==> config.mk <==
export PLATFORM = sky130hd
export DESIGN_NAME = ntp_offset_median_filter
export DESIGN_NICKNAME = d
export VERILOG_FILES = /design/src/rtl/nomf_pkg.sv /design/src/rtl/ntp_offset_median_filter.sv
export SDC_FILE = /design/constraint.sdc
export NUM_CORES = 2
export LEC_CHECK = 0
export ABC_CLOCK_PERIOD_IN_PS = 4900
export BUFFER_PORTS_ARGS = -buffer_cell sky130_fd_sc_hd__buf_2
export CORE_MARGIN = 5
export CORE_UTILIZATION = 57
export CTS_CLUSTER_SIZE = 25
export DETAILED_ROUTE_END_ITERATION = 10
export PLACE_DENSITY = 0.77
export SYNTH_ARGS = -nofsm -noshare
export SYNTH_HDL_FRONTEND = slang
export SYNTH_SLANG_ARGS = --single-unit
==> constraint.sdc <==
create_clock -name clk -period 4.9 [get_ports clk]
set_input_delay 0.245 -clock clk [delete_from_list [all_inputs] [get_ports clk]]
set_output_delay 0.245 -clock clk [all_outputs]
set_load 0.05 [all_outputs]
==> src/rtl/nomf_pkg.sv <==
// ----------------------------------------------------------------------------
// nomf_pkg: shared types and constants of the SNTP offset median filter
// Holds the request and result payloads, the status and register codes, and
// the microcode table that steps the filter datapath.
// ----------------------------------------------------------------------------
`default_nettype none

package nomf_pkg;

	// Request payload: one SNTP reply
	typedef struct packed {
		logic [31:0] header_word;
		logic [31:0] server_recv_seconds;
		logic [31:0] local_seconds;
	} in_item_t;

	// Result payload
	typedef struct packed {
		logic [1:0]         status;
		logic signed [31:0] sample_offset;
		logic signed [31:0] median_offset;
		logic [3:0]         samples_held;
	} out_item_t;

	typedef enum logic [1:0] {
		ST_OK          = 2'd0,
		ST_ALARM       = 2'd1,
		ST_BAD_STRATUM = 2'd2
	} status_t;

	// Configuration register indexes
	localparam logic [1:0] REG_STRATUM_LIMIT = 2'd0;
	localparam logic [1:0] REG_WINDOW_LIMIT  = 2'd1;

	localparam logic [3:0]  STRATUM_LIMIT_RST = 4'd14;
	localparam logic [3:0]  WINDOW_LIMIT_RST  = 4'd8;
	localparam logic [31:0] EPOCH_DIFF        = 32'h83aa7e80;
	localparam logic [1:0]  LEAP_ALARM        = 2'd3;

	// Microcode
	typedef logic [3:0] upc_t;

	typedef enum logic [2:0] {
		JMP_NEVER,
		JMP_ALWAYS,
		JMP_REJECT,
		JMP_OVER_LIMIT,
		JMP_MORE
	} jump_t;

	typedef struct packed {
		logic  take_req;
		logic  adj;
		logic  push;
		logic  trim;
		logic  sort_clr;
		logic  mem_rd;
		logic  sort_ins;
		logic  pick;
		logic  calc;
		logic  emit;
		jump_t jump;
		upc_t  target;
	} uword_t;

	localparam upc_t UPC_FETCH    = 4'd0;
	localparam upc_t UPC_CHECK    = 4'd1;
	localparam upc_t UPC_PUSH     = 4'd2;
	localparam upc_t UPC_TRIM     = 4'd3;
	localparam upc_t UPC_SORT_CLR = 4'd4;
	localparam upc_t UPC_READ     = 4'd5;
	localparam upc_t UPC_INSERT   = 4'd6;
	localparam upc_t UPC_PICK     = 4'd7;
	localparam upc_t UPC_CALC     = 4'd8;
	localparam upc_t UPC_EMIT     = 4'd9;

	function automatic uword_t ucode_rom(input upc_t pc);
		uword_t w;
		w        = '0;
		w.jump   = JMP_NEVER;
		w.target = UPC_FETCH;
		unique case (pc)
			UPC_FETCH:    w.take_req = 1'b1;
			UPC_CHECK: begin
				w.adj    = 1'b1;
				w.jump   = JMP_REJECT;
				w.target = UPC_EMIT;
			end
			UPC_PUSH:     w.push = 1'b1;
			UPC_TRIM: begin
				w.trim   = 1'b1;
				w.jump   = JMP_OVER_LIMIT;
				w.target = UPC_TRIM;
			end
			UPC_SORT_CLR: w.sort_clr = 1'b1;
			UPC_READ:     w.mem_rd = 1'b1;
			UPC_INSERT: begin
				w.sort_ins = 1'b1;
				w.jump     = JMP_MORE;
				w.target   = UPC_READ;
			end
			UPC_PICK:     w.pick = 1'b1;
			UPC_CALC:     w.calc = 1'b1;
			UPC_EMIT: begin
				w.emit   = 1'b1;
				w.jump   = JMP_ALWAYS;
				w.target = UPC_FETCH;
			end
			default: begin
				w.jump   = JMP_ALWAYS;
				w.target = UPC_FETCH;
			end
		endcase
		return w;
	endfunction

endpackage

`default_nettype wire

==> src/rtl/ntp_offset_median_filter.sv <==
// Sequencing: a rejected reply goes from the check step straight to the emit step;
//   an accepted one is pushed and trimmed to the window limit, then each window
//   sample costs one memory read and one insert step of the sorter, sequenced by
//   microcode, before the pick, calc and emit steps. A new request is taken only
//   once the previous result has been loaded into the result register.
// Reset: arst_n clears the window count, oldest slot and held offset, and
//   restores both limits to their defaults.
// ----------------------------------------------------------------------------
// ntp_offset_median_filter: SNTP offset median filter
// Checks each SNTP reply, forms its clock offset, keeps a circular window of
// the newest offsets and publishes their median as the system offset.
// ----------------------------------------------------------------------------
`default_nettype none

module ntp_offset_median_filter import nomf_pkg::*; #(
	parameter int WINDOW_DEPTH = 8
) (
	input  wire logic       clk,
	input  wire logic       arst_n,
	input  wire logic       in_valid,
	output logic            in_ready,
	input  wire in_item_t   in_data,
	output logic            out_valid,
	input  wire logic       out_ready,
	output out_item_t       out_data,
	input  wire logic       cfg_valid,
	output logic            cfg_ready,
	input  wire logic [1:0] cfg_index,
	input  wire logic [3:0] cfg_data
);

	localparam int IDX_W = (WINDOW_DEPTH > 1) ? $clog2(WINDOW_DEPTH) : 1;
	localparam int CNT_W = $clog2(WINDOW_DEPTH + 1);
	localparam int SUM_W = IDX_W + 1;
	localparam logic [SUM_W-1:0] DEPTH_S = SUM_W'(WINDOW_DEPTH);

	// Sequencer
	upc_t   pc_q, pc_d;
	uword_t uw;
	logic   hold, jump_taken;

	// Configuration
	logic [3:0] stratum_limit_q, window_limit_q;

	// Request capture
	status_t     status_q;
	logic [31:0] sample_q;

	// Window bookkeeping
	logic [CNT_W-1:0] count_q, lim, i_q, i_next;
	logic [IDX_W-1:0] oldest_q, oldest_inc, wr_idx, rd_idx;
	logic [SUM_W-1:0] wr_sum, rd_sum, wr_wrap, rd_wrap;
	logic [4:0]       wl5, lim5, cnt5;
	logic             full, over_limit, more, trim_fire, emit_fire;

	// Window memory and sorter
	logic [31:0]        win_mem [WINDOW_DEPTH];
	logic signed [31:0] rd_data_q;
	logic signed [31:0] sort_q [WINDOW_DEPTH];
	logic [WINDOW_DEPTH-1:0] gt, gt_prev;

	// Median arithmetic
	logic [IDX_W-1:0]   mid_idx, lo_idx;
	logic signed [31:0] hi_q, lo_q, current_q;
	logic signed [32:0] sum33, sum_adj;
	logic signed [31:0] even_m, med_m, median_d;

	// Result register
	logic      out_valid_q;
	out_item_t out_q;

	// ------------------------------------------------------------------
	// Configuration port: always ready, a write takes effect in the next cycle
	// ------------------------------------------------------------------
	assign cfg_ready = 1'b1;

	always_ff @(posedge clk or negedge arst_n) begin
		if (!arst_n) begin
			stratum_limit_q <= STRATUM_LIMIT_RST;
			window_limit_q  <= WINDOW_LIMIT_RST;
		end else if (cfg_valid) begin
			unique case (cfg_index)
				REG_STRATUM_LIMIT: stratum_limit_q <= cfg_data;
				REG_WINDOW_LIMIT:  window_limit_q  <= cfg_data;
				default: ;
			endcase
		end
	end

	// ------------------------------------------------------------------
	// Microcode sequencer: one control word per step, hold on a stalled
	// handshake, otherwise jump on the word's condition or advance
	// ------------------------------------------------------------------
	assign uw       = ucode_rom(pc_q);
	assign in_ready = uw.take_req;

	assign hold = (uw.take_req && !in_valid) || (uw.emit && out_valid_q && !out_ready);

	always_comb begin
		unique case (uw.jump)
			JMP_NEVER:      jump_taken = 1'b0;
			JMP_ALWAYS:     jump_taken = 1'b1;
			JMP_REJECT:     jump_taken = (status_q != ST_OK);
			JMP_OVER_LIMIT: jump_taken = over_limit;
			JMP_MORE:       jump_taken = more;
			default:        jump_taken = 1'b0;
		endcase
	end

	always_comb begin
		if (hold) begin
			pc_d = pc_q;
		end else if (jump_taken) begin
			pc_d = uw.target;
		end else begin
			pc_d = pc_q + 1'b1;
		end
	end

	always_ff @(posedge clk or negedge arst_n) begin
		if (!arst_n) begin
			pc_q <= UPC_FETCH;
		end else begin
			pc_q <= pc_d;
		end
	end

	// ------------------------------------------------------------------
	// Request capture: classify the reply, start the offset subtraction,
	// finish it (minus the epoch difference) in the check step
	// ------------------------------------------------------------------
	always_ff @(posedge clk) begin
		if (in_valid && in_ready) begin
			if (in_data.header_word[31:30] == LEAP_ALARM) begin
				status_q <= ST_ALARM;
			end else if (in_data.header_word[23:16] == 8'd0 ||
					in_data.header_word[23:16] > {4'd0, stratum_limit_q}) begin
				status_q <= ST_BAD_STRATUM;
			end else begin
				status_q <= ST_OK;
			end
			sample_q <= in_data.server_recv_seconds - in_data.local_seconds;
		end else if (uw.adj) begin
			sample_q <= sample_q - EPOCH_DIFF;
		end
	end

	// ------------------------------------------------------------------
	// Window bookkeeping: circular store addressed from the oldest slot
	// ------------------------------------------------------------------
	assign wl5  = {1'b0, window_limit_q};
	assign lim5 = (wl5 == 5'd0) ? 5'd1 :
		((wl5 > 5'(WINDOW_DEPTH)) ? 5'(WINDOW_DEPTH) : wl5);
	assign lim  = CNT_W'(lim5);

	assign full       = (count_q == CNT_W'(WINDOW_DEPTH));
	assign over_limit = (count_q > lim);
	assign trim_fire  = uw.trim && over_limit;
	assign i_next     = i_q + 1'b1;
	assign more       = (i_next < count_q);

	assign oldest_inc = (oldest_q == IDX_W'(WINDOW_DEPTH - 1)) ? '0 : oldest_q + 1'b1;

	assign wr_sum  = SUM_W'(oldest_q) + SUM_W'(count_q);
	assign wr_wrap = (wr_sum >= DEPTH_S) ? wr_sum - DEPTH_S : wr_sum;
	assign wr_idx  = full ? oldest_q : wr_wrap[IDX_W-1:0];

	assign rd_sum  = SUM_W'(oldest_q) + SUM_W'(i_q);
	assign rd_wrap = (rd_sum >= DEPTH_S) ? rd_sum - DEPTH_S : rd_sum;
	assign rd_idx  = rd_wrap[IDX_W-1:0];

	always_ff @(posedge clk or negedge arst_n) begin
		if (!arst_n) begin
			count_q  <= '0;
			oldest_q <= '0;
		end else if (uw.push) begin
			// full window: overwrite the oldest sample
			if (full) begin
				oldest_q <= oldest_inc;
			end else begin
				count_q <= count_q + 1'b1;
			end
		end else if (trim_fire) begin
			// drop the oldest sample until the count fits the limit
			oldest_q <= oldest_inc;
			count_q  <= count_q - 1'b1;
		end
	end

	always_ff @(posedge clk or negedge arst_n) begin
		if (!arst_n) begin
			i_q <= '0;
		end else if (uw.sort_clr) begin
			i_q <= '0;
		end else if (uw.sort_ins) begin
			i_q <= i_next;
		end
	end

	always_ff @(posedge clk) begin
		if (uw.push) begin
			win_mem[wr_idx] <= sample_q;
		end
	end

	always_ff @(posedge clk) begin
		if (uw.mem_rd) begin
			rd_data_q <= win_mem[rd_idx];
		end
	end

	// ------------------------------------------------------------------
	// Insertion sorter: a row of lanes, one sample inserted per step.
	// Lanes above the insertion point shift up by one.
	// ------------------------------------------------------------------
	assign gt_prev = gt << 1;

	for (genvar g = 0; g < WINDOW_DEPTH; g++) begin : g_lane
		logic signed [31:0] prev_val;

		if (g == 0) begin : g_first
			assign prev_val = rd_data_q;
		end else begin : g_rest
			assign prev_val = sort_q[g-1];
		end

		assign gt[g] = (CNT_W'(g) < i_q) && (sort_q[g] > rd_data_q);

		always_ff @(posedge clk) begin
			if (uw.sort_ins) begin
				if (gt_prev[g]) begin
					sort_q[g] <= prev_val;
				end else if (gt[g] || CNT_W'(g) == i_q) begin
					sort_q[g] <= rd_data_q;
				end
			end
		end
	end

	// ------------------------------------------------------------------
	// Median: pick the middle pair, average it toward zero for an even
	// count, squash a result of plus or minus one to zero
	// ------------------------------------------------------------------
	assign mid_idx = IDX_W'(count_q >> 1);
	assign lo_idx  = (mid_idx == '0) ? '0 : mid_idx - 1'b1;

	always_ff @(posedge clk) begin
		if (uw.pick) begin
			hi_q <= sort_q[mid_idx];
			lo_q <= sort_q[lo_idx];
		end
	end

	assign sum33    = {hi_q[31], hi_q} + {lo_q[31], lo_q};
	assign sum_adj  = sum33 + {32'd0, sum33[32]};
	assign even_m   = sum_adj[32:1];
	assign med_m    = count_q[0] ? hi_q : even_m;
	assign median_d = (med_m == 32'sd1 || med_m == -32'sd1) ? 32'sd0 : med_m;

	always_ff @(posedge clk or negedge arst_n) begin
		if (!arst_n) begin
			current_q <= '0;
		end else if (uw.calc) begin
			current_q <= median_d;
		end
	end

	// ------------------------------------------------------------------
	// Result register: load when free or being drained, hold otherwise
	// ------------------------------------------------------------------
	assign emit_fire = uw.emit && !(out_valid_q && !out_ready);
	assign cnt5      = 5'(count_q);

	always_ff @(posedge clk or negedge arst_n) begin
		if (!arst_n) begin
			out_valid_q <= 1'b0;
		end else if (emit_fire) begin
			out_valid_q <= 1'b1;
		end else if (out_ready) begin
			out_valid_q <= 1'b0;
		end
	end

	always_ff @(posedge clk) begin
		if (emit_fire) begin
			out_q.status        <= status_q;
			out_q.sample_offset <= (status_q == ST_OK) ? sample_q : 32'd0;
			out_q.median_offset <= current_q;
			out_q.samples_held  <= cnt5[3:0];
		end
	end

	assign out_valid = out_valid_q;
	assign out_data  = out_q;

endmodule

`default_nettype wire

Word-level counts from Yosys, hierarchy flattened
Memory sizes are Yosys's and may differ from the RTL's. A register that Yosys moved wholly into a read port is not among the register bits.
Cells that the tools add are included.
{"block": "word_totals", "register_bits": 160, "latchBits": 0, "mem_bits_rw": 512, "romBits": 0, "input_bits": 107, "output_inout_bits": 73, "wordCells": 229, "n_memories": 2}
{"memory": "sort_q", "words": 8, "width": 32, "read_ports": 10, "rd_clocked_by_memory_dff": 2, "write_ports": 8, "line_no": "ntp_offset_median_filter.sv:59", "text": "logic signed [31:0] sort_q [WINDOW_DEPTH];"}
{"memory": "win_mem", "words": 8, "width": 32, "read_ports": 1, "rd_clocked_by_memory_dff": 1, "write_ports": 1, "line_no": "ntp_offset_median_filter.sv:57", "text": "logic [31:0] win_mem [WINDOW_DEPTH];"}
{"block": "op_classes", "addsub": 14, "multipliers": 0, "div_mod_pow": 0, "magnitude_cmp": 22, "n_eq_ne": 28, "shifts": 0, "mux": 96, "n_bitwise": 7, "n_reduce_logical": 46}
{"operator": "$mux W32", "count": 11}
{"operator": "$gt A32 B32 Y1", "count": 8}
{"operator": "$mux W1", "count": 66}
{"operator": "$add A32 B32 Y33", "count": 1}
{"operator": "$add A33 B1 Y33", "count": 1}
{"operator": "$eq A32 B1 Y1 const B", "count": 1}
{"operator": "$eq A32 B2 Y1 const B", "count": 1}
{"operator": "$mux W4", "count": 8}
{"operator": "$sub A32 B32 Y32", "count": 1}
{"operator": "$sub A32 B32 Y32 const B", "count": 1}
{"operator": "$pmux W7 S4", "count": 1}
{"operator": "$mux W3", "count": 8}
{"operator": "$eq A3 B4 Y1 const A", "count": 4}
{"operator": "$eq A4 B3 Y1 const B", "count": 4}
{"operator": "$lt A3 B4 Y1 const A", "count": 4}
{"operator": "$logic_and A1 B1 Y1", "count": 15}
{"operator": "$add A4 B1 Y4 const B", "count": 3}
{"operator": "$eq A4 B4 Y1 const B", "count": 3}
{"operator": "$logic_or A1 B1 Y1", "count": 11}
{"operator": "$reduce_bool A2 Y1", "count": 5}
{"operator": "$sub A3 B1 Y3 const B", "count": 3}
{"operator": "$add A3 B4 Y4", "count": 2}
{"operator": "$eq A2 B4 Y1 const A", "count": 2}
{"operator": "$eq A4 B2 Y1 const B", "count": 2}
{"operator": "29 further kinds", "count": 47}

Logic depth before layout (Yosys ltp)
An unclocked memory read counts as a cell.
{"block": "logic_depth", "depth_word": 9, "ltp_mapped": 26, "mapped_depth_nobuf": 25}

Worst setup path after synthesis
Ideal clock, no wire load.
{"block": "synth_path", "path_type": "register to register", "from": "register hi_q[22], read port of sort_q", "to": "register current_q[15]", "setup_time_ns": 0.133, "arrival_ns": 5.188, "t_required_ns": 4.767, "setup_slack_ns": -0.421, "path_stages_with_launch": 24, "path_buffers": 1, "synth_period_minus_slack_ns": 5.321, "path_cell_list": "edfxtp_1 -> ha_1 -> a21o_1 -> a31o_1 -> a221o_1 -> a221oi_2 -> a21boi_0 -> o31ai_1 -> and2_1 -> ha_1 -> nand2_1 -> nor3_1 -> nand2_1 -> nor3_2 -> a211oi_1 -> nor3_1 -> nand3_1 -> nor4_1 -> o2111ai_1 -> a2111oi_2 -> nand4_1 -> nand3_2 -> buf_6 -> o21ai_2"}
{"block": "synth_between", "elab_chain_len": 6, "word_cells_on_any_way": 7, "cone_classes": "add/sub: 2; eq/ne: 2; mux: 2; reduce/logical: 1"}
{"item": "start, declared", "line_no": "ntp_offset_median_filter.sv:64", "text": "logic signed [31:0] hi_q, lo_q, current_q;"}
{"item": "$add A32 B32 Y33", "line_no": "ntp_offset_median_filter.sv:254", "text": "assign sum33 = {hi_q[31], hi_q} + {lo_q[31], lo_q};"}
{"item": "$add A33 B1 Y33", "line_no": "ntp_offset_median_filter.sv:255", "text": "assign sum_adj = sum33 + {32'd0, sum33[32]};"}
{"item": "$mux W32 (*)", "line_no": "ntp_offset_median_filter.sv:257", "text": "assign med_m = count_q[0] ? hi_q : even_m;"}
{"item": "$eq A32 B2 Y1 or $eq A32 B1 Y1 (tied branches)", "line_no": "ntp_offset_median_filter.sv:258", "text": "assign median_d = (med_m == 32'sd1 || med_m == -32'sd1) ? 32'sd0 : med_m;"}
{"item": "$logic_or A1 B1 Y1", "line_no": "ntp_offset_median_filter.sv:258"}
{"item": "$mux W32 (*)", "line_no": "ntp_offset_median_filter.sv:258"}
{"item": "end signal, assigned", "line_no": "ntp_offset_median_filter.sv:264", "text": "current_q <= median_d;"}
{"item": "end, declared", "line_no": "ntp_offset_median_filter.sv:64"}
Every way passes the cells marked *; elsewhere a longest branch is shown, timed or not.
A chain may end at the register's enable or synchronous reset.

Worst setup path in the final report
{"block": "layout_path", "from": "register lo_q[22], read port of sort_q", "to": "register current_q[17]"}
{"block": "layout_between", "elab_chain_len": 6, "word_cells_on_any_way": 7, "cone_classes": "add/sub: 2; eq/ne: 2; mux: 2; reduce/logical: 1"}
{"item": "start, declared", "line_no": "ntp_offset_median_filter.sv:64"}
{"item": "$add A32 B32 Y33 (*)", "line_no": "ntp_offset_median_filter.sv:254"}
{"item": "$add A33 B1 Y33 (*)", "line_no": "ntp_offset_median_filter.sv:255"}
{"item": "$mux W32 (*)", "line_no": "ntp_offset_median_filter.sv:257"}
{"item": "$eq A32 B2 Y1 or $eq A32 B1 Y1 (tied branches)", "line_no": "ntp_offset_median_filter.sv:258"}
{"item": "$logic_or A1 B1 Y1", "line_no": "ntp_offset_median_filter.sv:258"}
{"item": "$mux W32 (*)", "line_no": "ntp_offset_median_filter.sv:258"}
Marks and branches as above.

==> flow_metrics.py <==
metrics = {
    "yosys": {
        "synth_edf_count": 712,
        "yosysTopAreaCell": "edfxtp_1",
        "ys_types": 103,
        "yosysMostFrequentCell": "edfxtp_1",
        "seq_area_frac_synth_pct": 50.7,
        "synth_seq_cells": 768,
        "synthCells": 3327,
        "synth_flop_cell": "edfxtp_1",
        "yosysWarnings": 0,
        "ys_top_cells_by_area": "edfxtp_1, ha_1, mux4_2",
        "avgSynthCellArea_sq_um": 13.5,
        "async_flop_share_pct": 7.29,
        "synth.top_cell.area_share_pct": 47.6,
        "synth_area_sq_um": 44900,
        "syn_nets": 3786,
        "yosys-top-cells-count": "edfxtp_1, ha_1, mux2_2",
    },
    "global_routing": {
        "grt_overflow": 0,
        "grt_max_degree": 65,
        "grt_pass1_wl_um": 184000,
        "grt_antenna_before_repair": 4,
        "grt_pass1_vias": 31400,
        "grtUsageTotal_pct": 27.8,
    },
    "detailed_routing": {
        "ant_nets": 0,
        "drc": 0,
        "via_count": 30800,
        "drtIter0Drc": 2736,
        "firstDrtPassIters": 5,
        "wire_per_inst_um": 24.7,
        "wl_um": 119000,
        "vias_per_cell": 6.37,
    },
    "final_layout": {
        "fin_nets": 4179,
        "drive_gt1_share_pct": 31.0,
        "syn_to_final_growth_pct": 15.9,
        "utilization_pct": 66.2,
        "fillers": 5587,
        "stdcell_area_sq_um": 52000,
        "diodes": 0,
    },
    "worst_hold_path": {
        "hp-class": "in2reg",
        "min_path_cells": 3,
    },
    "power": {
        "peakVddDrop_mv": 0.586,
        "powerDensity_nw_per_um2": 512,
        "leakage_nw": 19.9,
    },
    "timing": {
        "hold_viol": 0,
        "fin_worst_skew_ps": 33.8,
        "rsz0062_at_grt": "yes",
        "slew_headroom_pct": 24.4,
        "layout_setup_ws_ps": -408,
        "fmax_ghz": 0.188,
        "fin_setup_tns_ps": -11250,
        "tightest_slew_ps": 1130,
        "hold_ws_ps": 54.8,
        "maxSlewViolCount": 0,
        "fin_crit_sh_pct": 108,
        "setup_viol": 32,
        "period_minus_slack_ps": 5310,
    },
    "clock_tree": {
        "clkLatencyLatePin_ps": 650,
        "h-tree-depth": 3,
        "cts-buffers-inserted": 81,
        "path_clk_slew_ps": 60,
        "cts_sinks": 768,
        "cts_root_buf": "clkbuf_16",
        "cts.path.max_buffers": 3,
        "cts_tree": "yes",
    },
    "floorplanning": {
        "ioPinCount": 180,
        "die_width_um": 291,
        "die_y_um": 291,
        "dieArea_sq_um": 84500,
        "start_util_pct": 57.1,
        "rows": 103,
        "core-area_sq_um": 78600,
    },
    "place": {
        "numPortBuffers": 156,
        "gp_congestion": 0.930,
        "hpwl_um": 83900,
        "place_area_sq_um": 48800,
        "preCtsSetupSlack_ps": -594,
    },
    "run_status": {
        "violations": "setup timing",
        "outcome": "finished with violations",
    },
    "critical_path": {
        "crit_fanout": 6,
        "start_kind": "register",
        "cp.required_ps": 5420,
        "reg2reg_depth": 25,
        "crit_arrival_ps": 5830,
        "cp-end-kind": "register",
        "critical_path_class": "reg2reg",
    },
    "job": {
        "maxCapViolations": 0,
    },
}
## placed cells by master (no fill, tap or decap), types with 85 or more instances in the layout
master,synthesis,final
edfxtp_1,712,712
ha_1,347,343
mux2_2,299,299
buf_4,2,240
nand2_1,239,236
mux4_2,192,192
buf_2,10,156
inv_1,131,130
a21oi_1,130,122
nor2_1,129,117
a21o_1,102,102
o21ai_0,90,87
clkbuf_16,0,85
## layer usage
layer / share of wire, % / up-vias / GRT usage [%]
met5: 0.045 / - / 0
met4: 4.7 / 8 / 11.2
met2: 49 / 1521 / 47.5
met1: 38 / 15200 / 35.4
met3: 8.3 / 342 / 5.33
li1: - / 13800 / -
## cell families after synthesis
group,share of synthesized area [%]
mux,17.4
simple gates,8.82
fa+ha+maj,9.89
compound gates,9.02
xor+xnor,1.83
other cells,0.00835
buf+inv,2.29
flops,50.7
## worst max-delay path: stages (launching register included)
cell and delay, ps:
edfxtp_1 420, ha_4 270, a21o_1 170, a31o_1 200, a221o_1 370, a221oi_4 310
a21boi_2 120, o31ai_4 280, and2_1 180, ha_2 180, nand2_2 70, nor3_4 240
nand2_2 110, nor3_4 270, buf_6 150, buf_6 90, nand4_1 110, buf_6 170
nor4_4 370, xnor2_2 130, a2111oi_2 300, nand4_1 180, nand3_4 170, buf_12 140
buf_16 120, o21ai_2 50
## registers in the layout (all words and copies together), names as in the netlist, 4 cells and up
signal	count
count_q	4
i_q	4
hi_q	32
sample_q	32
stratum_limit_q	4
lo_q	32
g_lane.prev_val	32
current_q	32
sort_q	256
out_data	70
pc_q	4
win_mem	256
window_limit_q	4
## report_power, final
part           switching [mW]  internal [mW]
logic                    5.91           4.79
registers               0.918           8.79
clock network            2.64           3.59
total                    9.47           17.2
## stage by stage
stage / std cells / total power, mW
global route: 4835 / 27.9
global placement: 4651 / 20.0
floorplan: 3327 / 16.9
CTS: 4824 / 26.6
finish: 4835 / 26.6
detailed placement: 4651 / 20.2
## path summary, 6_finish.rpt
check	to	slack, ps	startpoint
worst max-delay path	current_q[17]	-410	lo_q[22]
worst min-delay path	status_q[1]	50	in_data[86]
worst max register to register	current_q[17]	-410	lo_q[22]
worst min register to register	out_data[19]	450	current_q[15]
max in group asynchronous	count_q[1]	3860	arst_n
min in group asynchronous	current_q[3]	310	arst_n
## what timing repair did
| item | in CTS | in global routing |
|---|---|---|
| gates cloned | 2 | 0 |
| hold endpoints to repair | 63 | 0 |
| buffers inserted | 8 | 11 |
| pin swaps | 13 | 22 |
| hold buffers | 15 | 0 |
| setup endpoints to repair | 33 | 216 |
| gates resized for setup | 25 | 21 |
## cell type report
type	instances	area [sq um]	share of cell area (%)
Sequential cell	768	22800	43.8
Multi-Input combinational cell	2299	21500	41.3
Timing Repair Buffer	436	3210	6.17
Clock buffer	112	2260	4.34
Tap cell	1050	1310	2.52
Inverter	134	503	0.967
Clock inverter	36	448	0.861
(Power assumes the default switching activity.)
